`config.mk`:
```
export PLATFORM = sky130hd
export DESIGN_NAME = glob_wildcard_matcher
export DESIGN_NICKNAME = d
export VERILOG_FILES = /design/src/hdl/gwm_pkg.sv /design/src/hdl/gwm_cell.sv /design/src/hdl/glob_wildcard_matcher.sv
export SDC_FILE = /design/constraint.sdc
export NUM_CORES = 1
export LEC_CHECK = 0
export BUFFER_PORTS_ARGS = -buffer_cell sky130_fd_sc_hd__buf_2
export CAP_MARGIN = 5
export CORE_ASPECT_RATIO = 1.4
export CORE_MARGIN = 3
export CORE_UTILIZATION = 50
export CTS_BUF_LIST = sky130_fd_sc_hd__clkbuf_4 sky130_fd_sc_hd__clkbuf_8 sky130_fd_sc_hd__clkbuf_16
export DETAILED_ROUTE_END_ITERATION = 8
export PLACE_DENSITY = 0.66
export SLEW_MARGIN = 20
export SYNTH_ARGS = -nofsm -noshare
export SYNTH_HDL_FRONTEND = slang
export SYNTH_HIERARCHICAL = 1
export SYNTH_SLANG_ARGS = --single-unit
export TNS_END_PERCENT = 50
```
`constraint.sdc`:
```
create_clock -name clk -period 5.58 [get_ports clk]
set_input_delay 1.116 -clock clk [delete_from_list [all_inputs] [get_ports clk]]
set_output_delay 1.116 -clock clk [all_outputs]
set_load 0.02 [all_outputs]
```
`src/hdl/gwm_pkg.sv`:
```
package gwm_pkg;

    // pattern capacity and derived widths
    localparam int MAX_PATTERN = 32;
    localparam int LEN_W       = $clog2(MAX_PATTERN + 1);

    // special pattern bytes
    localparam logic [7:0] CHAR_STAR = 8'h2A;
    localparam logic [7:0] CHAR_ANY  = 8'h3F;

    typedef enum logic [1:0] {
        MODE_CLEAR   = 2'd0,
        MODE_APPEND  = 2'd1,
        MODE_SUBJECT = 2'd2,
        MODE_END     = 2'd3
    } gwm_mode_t;

    typedef struct packed {
        gwm_mode_t  mode;
        logic [7:0] char_value;
    } gwm_item_t;

    typedef struct packed {
        logic matched;
        logic pattern_overflow;
    } gwm_result_t;

    // control broadcast to every cell
    typedef struct packed {
        logic       rearm;
        logic       advance;
        logic       write;
        logic [7:0] ch;
    } gwm_ctl_t;

endpackage

```
`src/hdl/gwm_cell.sv`:
```
module gwm_cell (
    input  logic            clk,
    input  logic            rst_n,
    input  gwm_pkg::gwm_ctl_t ctl,
    input  logic            wr_sel,
    input  logic            active,
    input  logic            rearm_bit,
    input  logic            left_bit,
    input  logic            left_lit,
    output logic            match_bit,
    output logic            lit
);
    import gwm_pkg::*;

    logic [7:0] pat_reg;
    logic       match_reg;
    logic       match_next;
    logic       is_star;
    logic       char_hit;

    // decode of the stored pattern byte
    assign is_star  = (pat_reg == CHAR_STAR);
    assign char_hit = (pat_reg == CHAR_ANY) || (pat_reg == ctl.ch);

    // literal step, handed to the right neighbor for a star there
    assign lit = active && !is_star && left_bit && char_hit;

    // prefix bit update
    always_comb
    begin
        match_next = match_reg;
        if (ctl.rearm)
        begin
            match_next = rearm_bit;
        end
        else if (ctl.advance)
        begin
            if (!active)
            begin
                match_next = 1'b0;
            end
            else if (is_star)
            begin
                match_next = match_reg || left_lit;
            end
            else
            begin
                match_next = left_bit && char_hit;
            end
        end
    end

    // pattern byte, no reset
    always_ff @(posedge clk)
    begin
        if (ctl.write && wr_sel)
        begin
            pat_reg <= ctl.ch;
        end
    end

    always_ff @(posedge clk or negedge rst_n)
    begin
        if (!rst_n)
        begin
            match_reg <= 1'b0;
        end
        else
        begin
            match_reg <= match_next;
        end
    end

    assign match_bit = match_reg;

endmodule

```
`src/hdl/glob_wildcard_matcher.sv`:
```
// one item accepted per cycle while the result register is free or draining
// mode 3 result appears in the output register in the cycle after its transfer
// each subject byte updates all pattern cells together
// reset: empty pattern, no overflow, prefix vector holds only the empty prefix
// pattern bytes themselves are not reset and are rewritten after each clear
module glob_wildcard_matcher (
    input  logic                 clk,
    input  logic                 rst_n,
    input  logic                 item_valid,
    output logic                 item_stall,
    input  gwm_pkg::gwm_item_t   item,
    output logic                 result_valid,
    input  logic                 result_stall,
    output gwm_pkg::gwm_result_t result
);
    import gwm_pkg::*;

    logic                   accept;
    logic                   is_star_in;
    logic                   fold;
    logic                   store_ok;
    logic                   drop;
    gwm_ctl_t               ctl;

    logic [LEN_W-1:0]       len_reg, len_next;
    logic                   ovf_reg, ovf_next;
    logic                   last_star_reg, last_star_next;
    logic                   lead_star_reg, lead_star_next;
    logic                   vec0_reg, vec0_next;
    logic                   result_valid_reg, result_valid_next;
    gwm_result_t            result_reg, result_next;

    logic [MAX_PATTERN:0]   vec_all;
    logic [MAX_PATTERN:0]   lit_w;

    // input transfer when the result slot is free or being taken
    assign item_stall = result_valid_reg && result_stall;
    assign accept     = item_valid && !item_stall;
    assign is_star_in = (item.char_value == CHAR_STAR);

    // pattern append decisions
    assign fold     = !ovf_reg && is_star_in && last_star_reg;
    assign store_ok = !ovf_reg && !fold && (len_reg < LEN_W'(MAX_PATTERN));
    assign drop     = !fold && !store_ok;

    // cell control broadcast
    always_comb
    begin
        ctl.rearm   = accept && (item.mode != MODE_SUBJECT);
        ctl.advance = accept && (item.mode == MODE_SUBJECT);
        ctl.write   = accept && (item.mode == MODE_APPEND) && store_ok;
        ctl.ch      = item.char_value;
    end

    // pattern bookkeeping and empty-prefix bit
    always_comb
    begin
        len_next       = len_reg;
        ovf_next       = ovf_reg;
        last_star_next = last_star_reg;
        lead_star_next = lead_star_reg;
        vec0_next      = vec0_reg;
        if (accept)
        begin
            unique case (item.mode)
                MODE_CLEAR:
                begin
                    len_next       = '0;
                    ovf_next       = 1'b0;
                    last_star_next = 1'b0;
                    lead_star_next = 1'b0;
                    vec0_next      = 1'b1;
                end
                MODE_APPEND:
                begin
                    if (store_ok)
                    begin
                        len_next       = len_reg + LEN_W'(1);
                        last_star_next = is_star_in;
                        if (len_reg == '0)
                        begin
                            lead_star_next = is_star_in;
                        end
                    end
                    else if (drop)
                    begin
                        ovf_next = 1'b1;
                    end
                    vec0_next = 1'b1;
                end
                MODE_SUBJECT:
                begin
                    vec0_next = 1'b0;
                end
                MODE_END:
                begin
                    vec0_next = 1'b1;
                end
                default:
                begin
                    vec0_next = vec0_reg;
                end
            endcase
        end
    end

    // row of pattern cells
    assign vec_all[0] = vec0_reg;
    assign lit_w[0]   = 1'b0;

    for (genvar k = 1; k <= MAX_PATTERN; k++)
    begin : g_cell
        gwm_cell u_cell (
            .clk       (clk),
            .rst_n     (rst_n),
            .ctl       (ctl),
            .wr_sel    (len_reg == LEN_W'(k - 1)),
            .active    (len_reg >= LEN_W'(k)),
            .rearm_bit ((k == 1) ? lead_star_next : 1'b0),
            .left_bit  (vec_all[k-1]),
            .left_lit  (lit_w[k-1]),
            .match_bit (vec_all[k]),
            .lit       (lit_w[k])
        );
    end

    // output register
    always_comb
    begin
        result_valid_next = result_valid_reg && result_stall;
        result_next       = result_reg;
        if (accept && (item.mode == MODE_END))
        begin
            result_valid_next       = 1'b1;
            result_next.matched          = vec_all[len_reg];
            result_next.pattern_overflow = ovf_reg;
        end
    end

    always_ff @(posedge clk)
    begin
        result_reg <= result_next;
    end

    always_ff @(posedge clk or negedge rst_n)
    begin
        if (!rst_n)
        begin
            len_reg          <= '0;
            ovf_reg          <= 1'b0;
            last_star_reg    <= 1'b0;
            lead_star_reg    <= 1'b0;
            vec0_reg         <= 1'b1;
            result_valid_reg <= 1'b0;
        end
        else
        begin
            len_reg          <= len_next;
            ovf_reg          <= ovf_next;
            last_star_reg    <= last_star_next;
            lead_star_reg    <= lead_star_next;
            vec0_reg         <= vec0_next;
            result_valid_reg <= result_valid_next;
        end
    end

    assign result_valid = result_valid_reg;
    assign result       = result_reg;

    // checks
    a_len_bound: assert property (@(posedge clk) disable iff (!rst_n)
        len_reg <= LEN_W'(MAX_PATTERN))
        else $error("pattern length beyond capacity");

    a_ovf_full: assert property (@(posedge clk) disable iff (!rst_n)
        ovf_reg |-> (len_reg == LEN_W'(MAX_PATTERN)))
        else $error("overflow flagged before pattern full");

    a_end_result: assert property (@(posedge clk) disable iff (!rst_n)
        (accept && (item.mode == MODE_END)) |=> result_valid_reg)
        else $error("end of subject gave no result");

    a_rearm_empty: assert property (@(posedge clk) disable iff (!rst_n)
        (accept && (item.mode != MODE_SUBJECT)) |=> vec0_reg)
        else $error("empty prefix not re-armed");

    a_lead_star: assert property (@(posedge clk) disable iff (!rst_n)
        lead_star_reg |-> (len_reg != '0))
        else $error("leading star flag with empty pattern");

endmodule

```
* Word level (Yosys, flattened, before mapping)
Index checks and enable logic that the tools add are counted.
** Storage, ports and cells
- Register bits after elaboration :: 301
** Cells by class
- Magnitude comparators :: 34
- Add/subtract/negate cells :: 1
- Reductions and logical operators :: 275
- Mux-type cells :: 143
- Equality and inequality tests :: 136
** Operator list (number)
- == test 8 x 6 -> 1 bit, second input constant :: 65
- == test 8 bit :: 32
- logical AND 1 bit :: 169
- two-way mux 1 bit :: 136
- == test 6 x 5 -> 1 bit, second input constant :: 16
- >= comparator 6 x 5 -> 1 bit, second input constant :: 16
- logical OR 1 bit :: 63
- == test 6 x 4 -> 1 bit, second input constant :: 8
- >= comparator 6 x 4 -> 1 bit, second input constant :: 8
- logical NOT 1 bit :: 35
- == test 6 x 3 -> 1 bit, second input constant :: 4
- >= comparator 6 x 3 -> 1 bit, second input constant :: 4
- == test 6 x 2 -> 1 bit, second input constant :: 2
- >= comparator 6 x 2 -> 1 bit, second input constant :: 2
- case mux 6 bit (2 select lines) :: 1
- != test 2 bit, second input constant :: 4
- case mux 1 bit (2 select lines) :: 4
- less-than comparator 6 x 7 -> 1 bit, second input constant :: 1
- adder 6 x 1 -> 6 bit, second input constant :: 1
- binary-select mux 1 bit (select 6 bit) :: 1
- == test 6 x 1 -> 1 bit, second input constant :: 1
- >= comparator 6 x 1 -> 1 bit, second input constant :: 1
- >= comparator 6 bit, second input constant :: 1
- logical NOT 6 bit :: 1
- other kinds (11) :: 13

* Logic depth before layout (Yosys ltp)
Gate-level depths: netlist (run 1).
- Word-level depth :: 11
- Depth in mapped cells :: 13
- Mapped depth without buffers :: 11

* Cells and area by module
Netlist (run 1), hierarchy kept.
** By module, submodules not included
- gwm_cell :: area an instance 460.4 um^2, times used 32, cells an instance 36
- glob_wildcard_matcher :: area an instance 1590.3 um^2, times used 1, cells an instance 209

* Worst setup path after synthesis (run 1)
No wires, ideal clock.
- Kind :: input port to flip-flop
- Start point :: input item_valid
- End point :: register g_cell[10].u_cell.match_reg
- Path slack :: 0.421 ns
- Stages on the path :: 4
- Setup time :: 0.121 ns
- Data arrival time :: 5.038 ns
- Cells stage by stage :: a21bo_2 a21oi_1 o21ai_0 o21a_1
** RTL lines
- start, declared :: line glob_wildcard_matcher.sv:9 : input logic item_valid,
- end signal, assigned :: line gwm_cell.sv:70 : match_reg <= match_next;
- end, declared :: line gwm_cell.sv:16 : logic match_reg;

==> out/qor.yml, run 1 <==
clock_sinks: 301
tightest_slew_ps: 945.7
antenna_found_initial: 1
crit_path_max_fanout: 20
fin_nets: 1455
rrSetupSlack_ps: 2720
wl_per_cell_microns: 19.79
setup_viol: 0
critPathMaxStageDelay_ps: 730
r2r-end: "g_cell[24].u_cell/match_bit"
status: "finished, final reports clean"
clk_pin_slew_ps: 60
clock_path_buffers: 3
yosys.area.top_type: "edfxtp_1"
p_per_area_mw_per_mm2: 285.8
n_antenna_cell: 0
worstSetupStartpointType: "input port"
grt_start_max_net_pins: 76
firstDrtPassIters: 5
ys_seq_area_share_pct: 54.06
cp.arrival_ps: 4240
ios: 18
syn_to_final_growth_pct: 10.85
pwr-share-seq_pct: 50.0
async_flop_share_pct: 14.29
placement.io_buffers: 17
drcViolationCount: 0
die_w_microns: 158.7
drive_above_1_share_pct: 15.31
drt-initial-drc-count: 598
fin_util_pct: 56.75
power_frac_clock_pct: 37.7
post-cts-setup-buffers: 0
cp-startpoint: "item[3]"
grt_pass1_wl_microns: 59320
crit_type: "in -> reg"
vias: 10750
initial_core_util_pct: 51.19
comb_power_share_pct: 12.4
holdPathStages: 2
synth_top_area_share_pct: 47.46
row_count: 77
reg2reg_depth: 10
globalplace.congestion: 0.8006
overflow: 0
switching_power_w: 0.001290
syn-cell-area_sq_mm: 0.01632
drv_slew: 0
crit_required_ps: 5840
synth.area.top_cells: "edfxtp_1, xor2_1, dfrtp_1"
grt_pass1_vias: 10670
core-area_sq_mm: 0.03189
ys_warn_count: 6
clock_skew_ps: 9.490
min_path_type: "reg -> reg"
drv_cap: 0
syn_area_per_cell_sq_um: 11.99
htree_levels: 1
period_needed_ps: 3972
cts_buffers: 27
synthCells: 1361
cts_resized: 0
routed_wl_microns: 37420
p_int_w: 0.003882
fmax_ghz: 0.2518
whs_ps: 491.8
dp_hpwl_microns: 24220
synth-edff-count: 258
rsz0062_at_grt: "false"
cts_root_buffer: "clkbuf_16"
via_per_inst: 5.685
switching_share_pct: 24.95
yosysUniqueCellTypes: 50
dieArea_sq_mm: 0.03488
vdd_drop_max_mv: 0.2696
relSlewSlack_pct: 36.68
grt_use_total_pct: 21.47
regToRegStartpoint: "len_reg[0]"
postCtsHoldBufs: 0
crit_end: "g_cell[13].u_cell/pat_reg[5]"
drtAntennaViolNets: 0
die_h_microns: 219.8
p_leak_nw: 6.343
fillCellCount: 2613
fin_tns_setup_ps: 0
ys_seq_elements: 301
crit_path_end_kind: "flop"
largest_reg_flops: 256
cts_tree: "done"
min_period_over_period_pct: 71.18
crit_chain: "buf_4 > nor4bb_1 > nand4_1 > and2_1 > nand2_1 > clkinv_1 > buf_4 > and2_1"
hold_viol: 0
crit_slowest_cell: "nor4bb_1"
synth_ff_type: "edfxtp_1"
clk_latency_ps: 550
[Yosys cell counts, types with 2 or more instances]
| library cell | n |
|---|---|
| nand2_1 | 85 |
| nor4_1 | 6 |
| and2b_1 | 32 |
| a21o_1 | 4 |
| dfrtp_1 | 42 |
| nand3_1 | 38 |
| or2_2 | 5 |
| ha_1 | 4 |
| o2bb2ai_1 | 2 |
| mux2i_1 | 10 |
| and3_1 | 41 |
| clkbuf_1 | 9 |
| nor4_4 | 2 |
| and2b_2 | 32 |
| o21bai_1 | 2 |
| o21ai_0 | 106 |
| and2_1 | 43 |
| nand2b_1 | 9 |
| nand4_1 | 66 |
| or3_1 | 2 |
| nor2b_1 | 34 |
| buf_2 | 5 |
| mux4_2 | 5 |
| inv_1 | 10 |
| nor2_1 | 61 |
| xor2_1 | 257 |
| edfxtp_1 | 258 |
| a21oi_1 | 7 |
| o22ai_1 | 2 |
| nor4_2 | 64 |
| a21oi_2 | 32 |
| nor3_1 | 36 |
| o21a_1 | 33 |
[cells by family after synthesis]
logic type | synth area share, %
other | 0.02297
muxes | 1.464
and+or+nand+nor | 22.18
buffers and inverters | 0.7357
adders and majority gates | 0.3066
AOI/OAI and AO/OA | 7.389
xor gates and xnor gates | 13.84
DFF | 54.06
[stage by stage]
step / cells / total power (W) / setup slack, ps / cell area [sq um]
3_5_place_dp: 1842 / 0.003268 / 1042 / 17160
4_1_cts: 1891 / 0.005208 / 1629 / 18100
5_1_grt: 1891 / 0.005378 / 1469 / 18100
2_1_floorplan: 1392 / 0.003005 / 421.2 / 16440
3_3_place_gp: 1842 / 0.003257 / 1057 / 17160
6_report: 1891 / 0.005172 / 1608 / 18100
[layout make-up]
cell class,count,area [sq um],share of cell area [%]
clock buffer,33,733.2,4.052
clock inverter,16,203.9,1.127
inverter,11,41.29,0.2282
multi-input combinational,1063,7512,41.51
sequential,301,8825,48.77
tap,434,543.0,3.001
timing repair buffer,33,237.7,1.314
[placed cells by master, fill, tap and decap left out, drive strengths merged, types with 2 or more instances in the layout]
master and instances:
buf 33, nor2b 34, nor2 61, inv 10
o2bb2ai 2, or2 5, nand4 66, or3 2
and3 41, clkbuf 33, clkinv 11, conb 32
nand2b 9, dfrtp 42, nand3 38, and2 43
ha 4, edfxtp 258, o21a 33, xor2 257
and2b 64, mux4 6, mux2i 10, o22ai 2
a21o 4, nor3 37, a21oi 39, nor4 72
nand2 85, bufinv 5, o21bai 2, o21ai 106
[worst max-delay path, delay by kind of cell]
kind | cells | cell delay, ps
buffers and inverters | 3 | 1240
AND/OR/NAND/NOR | 5 | 1840
[metal layers]
layer  wire, microns  part of all wire (%)  up-vias  GRT usage, %
met2           18500                    49      301         38.03
met3            1831                   4.9       85         2.256
met5              13                 0.035        -             0
met4            1420                   3.8        2         8.934
met1           15650                    42     5253         27.08
li1                -                     -     5110             -
[how the worst min path moves through the flow]
stage	end	from	slack, ps
3_3_place_gp	vec0_reg	vec0_reg	480
6_report	vec0_reg	vec0_reg	490
4_1_cts	vec0_reg	vec0_reg	490
3_5_place_dp	vec0_reg	vec0_reg	480
5_1_grt	vec0_reg	vec0_reg	510
2_1_floorplan	vec0_reg	vec0_reg	450
[power groups by stage]
stage	clock network, W	registers (W)	logic [W]
3_5_place_dp	0	0.00263	0.000639
5_1_grt	0.00209	0.00259	0.000703
4_1_cts	0.00198	0.00258	0.000642
6_report	0.00195	0.00258	0.000640
3_3_place_gp	0	0.00263	0.000629
2_1_floorplan	0	0.00259	0.000413
(Power assumes the default switching activity.)
==> run 2: changes to the inputs <==
- clock period: 5.58 -> 3.68 ns (I/O delays scaled with it)
==> run 2 against run 1 <==
  * Combinational power increased by 58%
  * Flip-flop and latch count unchanged
  * Final cell count increased by 0.53%
  * Register-to-register slack got worse by 1700 ps
  * Total power increased by 49%
  * Highest routed layer is now met4
==> out/qor.yml, run 2 (same netlist as run 1, synthesis figures left out) <==
status: "finished, final reports clean"
crit_type: "reg -> reg"
placement.io_buffers: 17
clk_latency_ps: 560
overflow: 0
multi_input_area_sq_mm: 0.007518
grt_pass1_wl_microns: 61310
min_path_type: "in -> async"
routed_wl_microns: 38800
dp_hpwl_microns: 24340
antenna_found_initial: 0
via_per_inst: 5.639
place_inst: 1851
worstSetupStartpointType: "flop"
globalplace.congestion: 0.8718
cts_buffers: 28
fmax_ghz: 0.3698
largest_reg_flops: 256
cts_root_buffer: "clkbuf_16"
die_h_microns: 219.8
whs_ps: 305.8
mostFrequentLayoutCell: "edfxtp_1"
drive_above_1_share_pct: 15.95
drcViolationCount: 0
setup_viol: 0
relSlewSlack_pct: 39.75
fillCellCount: 2634
wl_met3_microns: 1707
drtAntennaViolNets: 0
clock_skew_ps: 21.15
crit_path_end_kind: "flop"
grt_pass1_vias: 11240
drv_cap: 0
vias: 10720
cts_tree: "done"
hold_viol: 0
final_cells: 1901
n_antenna_cell: 0
grt_start_max_net_pins: 97
post-cts-setup-buffers: 0
wl_per_cell_microns: 20.41
fin_nets: 1465
period_needed_ps: 2704
syn_to_final_growth_pct: 11.62
firstDrtPassIters: 5
vdd_drop_max_mv: 0.3881
cts_resized: 0
htree_levels: 1
final_cell_mix: "edfxtp_1, xor2_1, o21ai_0"
cp.arrival_ps: 2910
postCtsHoldBufs: 0
rsz0062_at_grt: "false"
clk_pin_slew_ps: 70
crit_path_max_fanout: 28
clock_sinks: 301
clock_path_buffers: 3
highest_layer: "met4"
initial_core_util_pct: 51.19
core-area_sq_mm: 0.03189
row_count: 77
met2RoutedLength_microns: 19680
tightest_slew_ps: 903.8
grt_use_total_pct: 22.45
dieArea_sq_mm: 0.03488
ios: 18
crit_required_ps: 3890
wl_met1_microns: 16180
register_area_sq_mm: 0.008825
min_period_over_period_pct: 73.49
die_w_microns: 158.7
p_leak_nw: 6.405
fin_tns_setup_ps: 0
p_per_area_mw_per_mm2: 423.1
drt-initial-drc-count: 604
drv_slew: 0
[run 2: changes by cell type in the layout (fill, tap and decap cells not counted), sizes merged]
cell      change
bufinv        -4
clkinvlp      +3
clkbuf        +1
inv           +1
buf           +9
[run 2: report_power, final]
part | switching, W | internal (W)
Sequential | 0.000119 | 0.00380
Clock | 0.00122 | 0.00156
Combinational | 0.000660 | 0.000347
Total | 0.00200 | 0.00571
[run 2: path summary, 6_finish.rpt]
kind	end	from	slack, ps	cells after the start
min in group clk	result_valid	item_valid	470	3
worst max register to register	g_cell[25].u_cell/pat_reg[4]	result_valid	980	7
worst min-delay path	len_reg[1]	rst_n	310	1
max in group asynchronous	g_cell[23].u_cell/match_bit	rst_n	2600	2
worst max-delay path	g_cell[25].u_cell/pat_reg[4]	result_valid	980	7
worst min register to register	vec0_reg	vec0_reg	490	2
[run 2: cell type report]
type | count | share of cell area [%]
flip-flops and latches | 301 | 48.43
multi-input cells | 1063 | 41.26
clock buffers | 34 | 4.257
well taps | 434 | 2.980
repair buffers | 42 | 2.225
clock inverters | 16 | 0.6180
inverters | 11 | 0.2266
[run 2: metal layers]
layer	GRT usage, %	up-vias
met5	0	-
met4	8.438	0
met3	2.388	78
met2	41.29	231
met1	27.37	5277
li1	-	5134
[run 2: per-stage QoR]
| stage | cell area [sq um] | worst slack [ps] | total power (W) | utilization, % |
|---|---|---|---|---|
| floorplan | 16450 | 390.4 | 0.004553 | - |
| global placement | 17330 | 596.9 | 0.004970 | 54.35 |
| detailed placement | 17330 | 543.0 | 0.004990 | 54.35 |
| CTS | 18220 | 968.8 | 0.007748 | 57.14 |
| global route | 18220 | 733.9 | 0.007988 | 57.14 |
| finish | 18220 | 975.6 | 0.007709 | 57.14 |
[run 2: critical path, cell delays in order, from the launching register on]
cell and delay [ps]:
dfrtp_1 390, a21bo_2 300, nor4_4 310, and2_1 280, nand2_1 110, inv_1 120
buf_4 400, and2_1 410
